## config.mk

```make
export PLATFORM = sky130hd
export DESIGN_NAME = pfq_front
export DESIGN_NICKNAME = d
export VERILOG_FILES = /design/src/rtl/core/assert_macros.svh /design/src/rtl/core/pfq_pkg.sv /design/src/rtl/core/pfq_front.sv
export SDC_FILE = /design/constraint.sdc
export NUM_CORES = 1
export LEC_CHECK = 0
export ABC_CLOCK_PERIOD_IN_PS = 5200
export BUFFER_PORTS_ARGS = -buffer_cell sky130_fd_sc_hd__buf_2
export CAP_MARGIN = 25
export CORE_ASPECT_RATIO = 0.75
export CORE_MARGIN = 2
export CORE_UTILIZATION = 45
export CTS_BUF_LIST = sky130_fd_sc_hd__clkbuf_8
export DETAILED_ROUTE_END_ITERATION = 10
export PLACE_DENSITY = 0.7
export SLEW_MARGIN = 20
export SYNTH_ARGS = -nofsm -noshare
export SYNTH_HDL_FRONTEND = slang
export SYNTH_SLANG_ARGS = --single-unit
export TNS_END_PERCENT = 1
```

## constraint.sdc

```tcl
create_clock -name clk -period 5.2 [get_ports clk]
set_input_delay 0.78 -clock clk [delete_from_list [all_inputs] [get_ports clk]]
set_output_delay 0.78 -clock clk [all_outputs]
set_load 0.02 [all_outputs]
```

## src/rtl/core/assert_macros.svh

```systemverilog
// Assertion macros for the RTL files; the top level includes them.
`ifndef ASSERT_MACROS_SVH
`define ASSERT_MACROS_SVH
// Implication checked on every clock edge outside reset.
`define ASSERT_CLK(label, clk, rst_n, prop, msg) \
  label: assert property (@(posedge clk) disable iff (!rst_n) (prop)) else $error(msg);
// Property checked on every clock edge, reset included.
`define ASSERT_ALWAYS(label, clk, prop, msg) \
  label: assert property (@(posedge clk) (prop)) else $error(msg);
`endif

```

## src/rtl/core/pfq_pkg.sv

```systemverilog
// Package with the types and constants of the per-flow priority queue.
package pfq_pkg;
  localparam int MaxFlows = 8;
  localparam int Groups = MaxFlows + 1;
  localparam int HighDepth = 32;
  localparam int MiddleDepth = 32;
  localparam int LowDepth = 16;
  localparam int GW = $clog2(Groups);
  localparam int SW = $clog2(MaxFlows);
  localparam int HW = $clog2(HighDepth);
  localparam int MW = $clog2(MiddleDepth);
  localparam int LW = $clog2(LowDepth);

  typedef enum logic [1:0] {
    ST_OK = 2'd0, ST_FULL = 2'd1, ST_NOSLOT = 2'd2, ST_EMPTY = 2'd3
  } status_t;

  typedef enum logic {OP_ENQ = 1'b0, OP_DEQ = 1'b1} op_t;

  typedef enum logic [1:0] {PR_HIGH = 2'd0, PR_MID = 2'd1, PR_LOW = 2'd2} prio_t;

  localparam logic CFG_HIGH = 1'b0;
  localparam logic CFG_MID = 1'b1;

  typedef struct packed {
    logic        operation;
    logic [30:0] flow_id;
    logic [7:0]  priority_flag;
    logic [31:0] msg_handle;
  } in_item_t;

  typedef struct packed {
    logic [1:0]  status;
    logic [31:0] out_handle;
    logic [30:0] out_flow;
  } out_item_t;

  // Classified request handed from the front part to the back part.
  typedef struct packed {
    op_t         op;
    logic [30:0] flow_id;
    prio_t       prio;
    logic [31:0] handle;
  } req_t;

  typedef enum logic [2:0] {
    BK_IDLE, BK_LOOK, BK_READ, BK_WAIT, BK_DONE
  } bk_state_t;
endpackage

```

## src/rtl/core/pfq_front.sv

```systemverilog
// Front part: takes input beats, maps the flag and queues requests.
module pfq_front (
  input  logic             clk,
  input  logic             rst_n,
  input  logic             in_valid,
  output logic             in_stall,
  input  pfq_pkg::in_item_t in_data,
  input  logic [7:0]       high_code,
  input  logic [7:0]       mid_code,
  output logic             req_valid,
  output pfq_pkg::req_t    req,
  input  logic             req_take
);
  import pfq_pkg::*;

  req_t       q_r [2];
  logic [1:0] cnt_r, cnt_nxt;
  logic       rd_r, wr_r;
  req_t       cls;
  logic       push;

  // Map the flag to a priority; high wins when codes are equal.
  always_comb begin
    cls.op = op_t'(in_data.operation);
    cls.flow_id = in_data.flow_id;
    cls.handle = in_data.msg_handle;
    if (in_data.priority_flag == high_code) cls.prio = PR_HIGH;
    else if (in_data.priority_flag == mid_code) cls.prio = PR_MID;
    else cls.prio = PR_LOW;
  end

  assign in_stall = (cnt_r == 2'd2);
  assign push = in_valid && !in_stall;
  assign req_valid = (cnt_r != 2'd0);
  assign req = q_r[rd_r];
  assign cnt_nxt = cnt_r + {1'b0, push} - {1'b0, req_take};

  // Two-entry request queue.
  always_ff @(posedge clk) begin
    if (!rst_n) begin
      cnt_r <= '0;
      rd_r <= 1'b0;
      wr_r <= 1'b0;
    end else begin
      cnt_r <= cnt_nxt;
      if (push) wr_r <= !wr_r;
      if (req_take) rd_r <= !rd_r;
    end
  end

  always_ff @(posedge clk) begin
    if (push) q_r[wr_r] <= cls;
  end
endmodule

```

; ---- After elaboration in Yosys (flattened, before gate mapping)
; Memories as Yosys holds them, arrays and structs flattened. A register that Yosys moved wholly into a read port is not among the register bits.
; Index checks and enable logic that the tools add are counted.
[word_totals]
in_bits = 92
elab_cells = 20
memories = 1
mem_bits_rw = 132
regBits = 4
[classes]
addsub = 2
reduce_logical = 5
eq_ne = 3
n_mux = 6
[mem_list]
columns = name, depth, word_bits, rd, rd_ports_with_merged_regs, write_ports, line_no
row1 = q_r, 2, 66, 1, 1, 1, pfq_front.sv:16  ; req_t q_r [2];
[ops]
columns = operator, n
row1 = $eq A8 B8 Y1, 2
row2 = $mux W1, 4
row3 = $mux W2, 2
row4 = $logic_not A1 Y1, 3
row5 = $add A2 B1 Y2, 1
row6 = $eq A2 B2 Y1 const B, 1
row7 = $reduce_bool A2 Y1, 1
row8 = $sub A2 B1 Y2, 1
row9 = $logic_and A1 B1 Y1, 1

; ---- Longest topological paths before layout
; Gate-level depths: netlist of run 1.
[logic_depth]
ltp_word = 5
depth_mapped = 8
mapped_depth_nobuf = 8

; ---- Worst setup path after synthesis of run 1
; No wires, ideal clock.
[synth_timing]
path_type = in2reg
start = input port in_valid
end = memory q_r[0][0] (netlist name), enable pin
path_stages = 2
setup_slack_ps = 1078
t_arrival_ps = 3632
cell_sequence = nand2_1 nor2_1
[synth_via]
elab_chain_cells = 3
[synth_rtl]
columns = element, line_no
row1 = "start, declared", pfq_front.sv:5  ; input logic in_valid,
row2 = $logic_and A1 B1 Y1, pfq_front.sv:33  ; assign push = in_valid && !in_stall;
row3 = $mux W1, pfq_front.sv:52  ; if (push) q_r[wr_r] <= cls;
row4 = $mux W1 (not written as such), pfq_front.sv:52
row5 = "end, declared", pfq_front.sv:16
; Every way passes these cells.

==> metrics.csv, run 1 <==
metric,value,unit
Wirelength per Cell,15.5,microns
initial antenna violation count,1,
core footprint,0.0116,sq mm
reg-to-reg startpoint,cnt_r[0]$_SDFF_PN0_,
Post-Layout Inst Area,0.00682,sq mm
global-route wire length before repair,14200,microns
Clock Sinks,137,
Initial Utilization,46.1,%
# setup viols final,0,
Slew headroom,36.4,%
number of synthesized register bits,137,
Slew Limit Fails,0,
die height,98.3,microns
Mapped Nets,346,
kind of critical path,reg2out,
Vias/cell,4.64,
total power per unit cell area,463,mW/mm^2
Synthesis Warnings,0,
"Data required, critical path",4.42,ns
Final period util,53.4,%
grt ovf,0,
Crit path buffers/inverters,2,
vias in the first global route,2961,
"commonest cells after routing, fill and taps aside","159 x buf_2, 132 x edfxtp_1, 40 x mux2_4",
FP Rows,34,
power share of the combinational group,19.2,%
sequential area share after synthesis,76.2,%
setup TNS,0,ns
Port Buffers,159,
layout cells sized above 1,60.0,%
pin count of the biggest net entering global routing,67,
Max Freq,360,MHz
Flop pwr share,46.4,%
CP max stage cell,dfxtp_4,
nets,519,
die footprint,0.0127,sq mm
Total Wirelength,9310,microns
Fill cells,881,
CTS Buffer Depth,2,
WHS Endpoint,q_r[0][21]$_DFFE_PP_,
number of H-tree levels,4,
Clock Pin Slew Worst Setup and Hold Paths,0.08,ns
CP Capture Type,output port,
switch share,26.0,%
clock latency on the worst-skew pair,0.43,ns
WHS Path Cells,1,
cell taking the most area after synthesis,edfxtp_1,
critical path arrival,2.00,ns
Hold Crit Class,in2reg,
Placed Area,0.00631,sq mm
chip width,130,microns
Post-Syn Instances,252,
Final Hold Fails,0,
postcts setup bufs,0,
status,finished clean,
max_cap viols,0,
drt pass-1 iters,4,
Worst Tran Pin Value,0.952,ns
Detailed Place HPWL,6170,microns
layout overhead on the synthesized area,27.9,%
# IOs,160,
Cell Int Power,2.34,mW
RSZ-0062 raised after global routing,false,
vias after detailed routing,2781,
syn avg cell area,21.2,sq um
hold path start,in_data[21],
DRC errors left,0,
antenna fix cells,0,
mapped cell area,0.00533,sq mm
"commonest non-fill, non-tap cell in the layout",buf_2,
total CTS buffers,17,
Routed Antenna Nets,0,
FF-to-FF setup slack,2.83,ns
Initial DRC Count,145,
gpl congestion,0.706,
P_leak,2.66,nW
slowest cell delay on critical path,0.70,ns
CP Cell Sequence,buf_16 > mux2_2 > buf_2,
GRT Resource Usage Total,15.0,%
VDD IR-drop max,0.000349,V
critical path's top delay family,flip-flops,
Psw,0.820,mW
Root Driver,clkbuf_8,
Critical R2R Capture,q_r[0][23]$_DFFE_PP_,
"Distinct cells, synth",18,
Worst Path Max Fanout,36,
Final min period,2.78,ns
CP Launch Type,flop,
Area contributors post-synth,"edfxtp_1 74%, mux2_4 11%, mux2_2 5.5%",
worst r2r path cells,4,
CTS tree,yes,
Setup Skew,0.0115,ns
post-synth top area share,74.4,%
PostCTS Resize Cnt,0,
Clk network pwr share,34.4,%
Post-CTS Hold Buffers,0,
-- registers in the layout (all words and copies together), names as in the netlist, named ones only --
name   cells
q_r      132
cnt_r      2
rd_r       1
wr_r       1
-- power by group through the flow --
stage | sequential, mW | combinational, mW | clock [mW]
after floorplan | 1.48 | 0.427 | 0
after global placement | 1.49 | 0.591 | 0
after detailed placement | 1.49 | 0.616 | 0
after CTS | 1.47 | 0.618 | 1.11
after global routing | 1.48 | 0.653 | 1.15
final | 1.46 | 0.607 | 1.09
-- layer usage --
metal / vias up / share of wire, % / wire length, microns / global-route usage [%]
met1: 1340 / 42 / 3910 / 18.0
met4: 0 / 1.2 / 108 / 5.05
met2: 111 / 48 / 4470 / 23.7
met3: 11 / 8.8 / 823 / 7.18
met5: - / 0 / 0 / 0
li1: 1319 / - / - / -
-- kinds of logic after synthesis --
| kind of cell | after synthesis | synth area share [%] |
|---|---|---|
| adder cells (fa/ha/maj) | 2 | 0.469 |
| flip-flops | 137 | 76.2 |
| AND/OR/NAND/NOR | 18 | 1.85 |
| multiplexers | 66 | 16.8 |
| buffers and inverters | 9 | 1.38 |
| XOR/XNOR | 20 | 3.29 |
-- stage by stage --
step                      total power, mW  hold WS (ns)  setup WS [ns]  std cells  utilization, %
final                                3.16         0.534           2.42        599            58.9
after global routing                 3.29         0.502           2.29        599            58.9
after global placement               2.08         0.559           2.50        567            54.3
after detailed placement             2.11         0.571           2.46        568            54.6
after floorplan                      1.90         0.555           1.08        252               -
after CTS                            3.20         0.503           2.35        599            58.9
-- cell type report --
class	count	area (sq um)	share of cell area, %
clock inverters	14	269	3.95
clock buffers	17	234	3.43
multi-input cells	106	1200	17.7
flip-flops and latches	137	4070	59.7
well taps	162	203	2.97
inverters	2	7.51	0.110
repair buffers	161	831	12.2
-- worst reg2reg max path: cells and delay by family (launching register included) --
family / cells / cell delay (ns)
flops: 1 / 0.35
buf+inv: 1 / 0.58
simple gates: 3 / 1.05
-- synthesized netlist by cell type --
| master | instances |
|---|---|
| edfxtp_1 | 132 |
| mux2_4 | 40 |
| mux2_2 | 26 |
| xnor2_1 | 19 |
| and2_1 | 5 |
| buf_6 | 5 |
| dfxtp_1 | 5 |
| nand4_1 | 4 |
| nor2_1 | 4 |
| buf_2 | 2 |
| ha_1 | 2 |
| inv_1 | 2 |
| and3_1 | 1 |
| nand2_1 | 1 |
| nand2b_1 | 1 |
| nor3_1 | 1 |
| or2_2 | 1 |
| xor2_1 | 1 |
-- worst max path at each step --
stage	slack (ns)	depth (start not counted)	end
final	2.42	3	req[12]
after global routing	2.29	3	req[65]
after CTS	2.35	3	req[13]
after detailed placement	2.46	4	q_r[0][22]$_DFFE_PP_
after global placement	2.50	4	q_r[0][13]$_DFFE_PP_
after floorplan	1.08	2	q_r[0][0]$_DFFE_PP_
Power figures use the tool's default switching activity.
==> inputs of run 2 (changes only) <==
--- a/config.mk
+++ b/config.mk
@@ -5,7 +5,7 @@
 export SDC_FILE = /design/constraint.sdc
 export NUM_CORES = 1
 export LEC_CHECK = 0
-export ABC_CLOCK_PERIOD_IN_PS = 5200
+export ABC_CLOCK_PERIOD_IN_PS = 2320
 export BUFFER_PORTS_ARGS = -buffer_cell sky130_fd_sc_hd__buf_2
 export CAP_MARGIN = 25
 export CORE_ASPECT_RATIO = 0.75
@@ -13,7 +13,7 @@
 export CORE_UTILIZATION = 45
 export CTS_BUF_LIST = sky130_fd_sc_hd__clkbuf_8
 export DETAILED_ROUTE_END_ITERATION = 10
-export PLACE_DENSITY = 0.7
+export PLACE_DENSITY = 0.73
 export SLEW_MARGIN = 20
 export SYNTH_ARGS = -nofsm -noshare
 export SYNTH_HDL_FRONTEND = slang
==> constraint.sdc (replaced) <==
create_clock -name clk -period 2.32 [get_ports clk]
set_input_delay 0.348 -clock clk [delete_from_list [all_inputs] [get_ports clk]]
set_output_delay 0.348 -clock clk [all_outputs]
set_load 0.02 [all_outputs]
==> metrics.csv, run 2 (synthesis gave the netlist of run 1 again) <==
metric,value,unit,change
status,finished clean,,
max reg flops,132,,unchanged
CTS tree,yes,,
chip width,130,microns,unchanged
Place WS,0.600,ns,-1.86 ns
top flop regs,"q_r x132, cnt_r x2",,
Initial Utilization,46.1,%,unchanged
drt pass-1 iters,4,,unchanged
total power per unit cell area,952,mW/mm^2,+110%
total CTS buffers,17,,unchanged
FP Rows,34,,unchanged
CP Cell Sequence,buf_12 > mux2_2 > buf_2,,
max_cap viols,0,,unchanged
# IOs,160,,unchanged
met2 global-route usage,25.5,%,+1.8 points
Clk network pwr share,26.8,%,-7.6 points
critical path arrival,1.78,ns,-0.22 ns
Final period util,91.7,%,
vias in the first global route,3024,,+2.1%
CP max stage cell,dfxtp_4,,
Cell Int Power,4.57,mW,+95%
antenna fix cells,0,,unchanged
# setup viols final,0,,unchanged
Worst Tran Pin Value,0.470,ns,-0.482 ns
DRC errors left,0,,unchanged
CTS Buffer Depth,2,,unchanged
vias after detailed routing,2835,,+1.9%
power share of the combinational group,21.9,%,+2.7 points
Max Freq,470,MHz,
nets,524,,+0.96%
number of H-tree levels,4,,unchanged
largest reg by FF count,q_r,,
RSZ-0062 raised after global routing,false,,
die footprint,0.0127,sq mm,unchanged
met3 usage,6.41,%,-0.77 points
Slew Limit Fails,0,,unchanged
total design power,6.36,mW,+100%
die height,98.3,microns,unchanged
Flop pwr share,51.3,%,+4.9 points
"Data required, critical path",1.97,ns,-2.45 ns
pin count of the biggest net entering global routing,35,,-48%
Final min period,2.13,ns,
layout cells sized above 1,59.7,%,-0.23 points
Routed Antenna Nets,0,,unchanged
GRT Resource Usage Total,15.4,%,+0.42 points
layout overhead on the synthesized area,25.4,%,
slowest cell delay on critical path,0.52,ns,-0.18 ns
Psw,1.79,mW,+120%
most crowded layer after global routing,met2,,
setup TNS,0,ns,unchanged
global-route wire length before repair,14500,microns,+2.4%
Setup Skew,0.00664,ns,-0.00481 ns
P_leak,2.61,nW,-1.9%
Final Hold Fails,0,,unchanged
CP Launch Type,flop,,
grt ovf,0,,unchanged
postcts setup bufs,0,,unchanged
Clock Sinks,137,,unchanged
Slew headroom,68.6,%,+32 points
critical path's top delay family,flip-flops,,
initial antenna violation count,0,,-1
"commonest cells after routing, fill and taps aside","159 x buf_2, 132 x edfxtp_1, 40 x mux2_4",,
Hold Crit Class,in2reg,,
Final WS setup,0.192,ns,-2.23 ns
Worst Path Max Fanout,34,,-5.6%
Vias/cell,4.69,,+1.1%
gpl congestion,0.738,,+4.6%
switch share,28.2,%,+2.2 points
VDD IR-drop max,0.000540,V,+54%
Crit path buffers/inverters,2,,unchanged
"commonest non-fill, non-tap cell in the layout",buf_2,,
kind of critical path,reg2out,,
CP Capture Type,output port,,
met1 usage,18.1,%,+0.027 points
Clock Pin Slew Worst Setup and Hold Paths,0.07,ns,about the same
core footprint,0.0116,sq mm,unchanged
Port Buffers,159,,unchanged
PostCTS Resize Cnt,0,,unchanged
clock latency on the worst-skew pair,0.43,ns,about the same
Initial DRC Count,152,,+4.8%
Detailed Place HPWL,6460,microns,+4.6%
Total Wirelength,9460,microns,+1.6%
Wirelength per Cell,15.7,microns,+0.78%
Post-CTS Hold Buffers,0,,unchanged
Root Driver,clkbuf_8,,
-- run 2: cell count changes in the layout (fill, tap and decap cells not counted), moves of 2 or more --
cell | previous run | this run
clkinv_1 | 0 | 2
clkinv_4 | 2 | 0
bufinv_16 | 7 | 1
clkinvlp_4 | 2 | 4
clkinv_2 | 0 | 4
buf_4 | 1 | 6
-- run 2: power groups by stage --
| stage | Clock [mW] | Sequential (mW) | Combinational (mW) |
|---|---|---|---|
| 5_1_grt | 1.86 | 3.30 | 1.50 |
| 6_report | 1.70 | 3.26 | 1.40 |
| 3_5_place_dp | 0 | 3.32 | 1.41 |
| 2_1_floorplan | 0 | 3.29 | 0.963 |
| 4_1_cts | 1.75 | 3.27 | 1.42 |
| 3_3_place_gp | 0 | 3.30 | 1.38 |
-- run 2: worst paths after layout --
| check | start | endpoint | slack (ns) | cells after the start |
|---|---|---|---|---|
| min reg2reg | rd_r$_SDFFE_PN0P_ | rd_r$_SDFFE_PN0P_ | 0.60 | 2 |
| min | in_data[70] | q_r[0][64]$_DFFE_PP_ | 0.10 | 1 |
| max | flop | req[16] | 0.19 | 3 |
| max reg2reg | cnt_r[0]$_SDFF_PN0_ | cnt_r[1]$_SDFF_PN0_ | 0.55 | 8 |
-- run 2: per-stage QoR --
step	util, %	instances	hold WS (ns)	cell area (sq um)
3_3_place_gp	54.8	573	0.536	6340
3_5_place_dp	54.8	573	0.539	6340
4_1_cts	57.8	604	0.0727	6680
2_1_floorplan	-	252	0.447	5340
5_1_grt	57.8	604	0.0656	6680
6_report	57.8	604	0.102	6680
-- run 2: cell type report --
class	instances	area, sq um
multi-input combinational	106	1200
tap	162	203
clock buffer	17	234
clock inverter	14	109
timing repair buffer	166	861
fill	915	4890
sequential	137	4070
inverter	2	7.51
-- run 2: worst register-to-register path: cells and delay by family, from the launching register on --
| kind | cells | cell delay [ns] |
|---|---|---|
| and+or+nand+nor | 3 | 0.48 |
| DFF | 1 | 0.34 |
| xor gates and xnor gates | 2 | 0.27 |
| buffers and inverters | 1 | 0.06 |
| adders and majority gates | 2 | 0.52 |
-- run 2: routing by layer --
layer / vias up / part of all wire [%]
met5: - / 0
met4: 0 / 1.3
met3: 11 / 8.4
met2: 121 / 48
met1: 1374 / 42
li1: 1329 / -
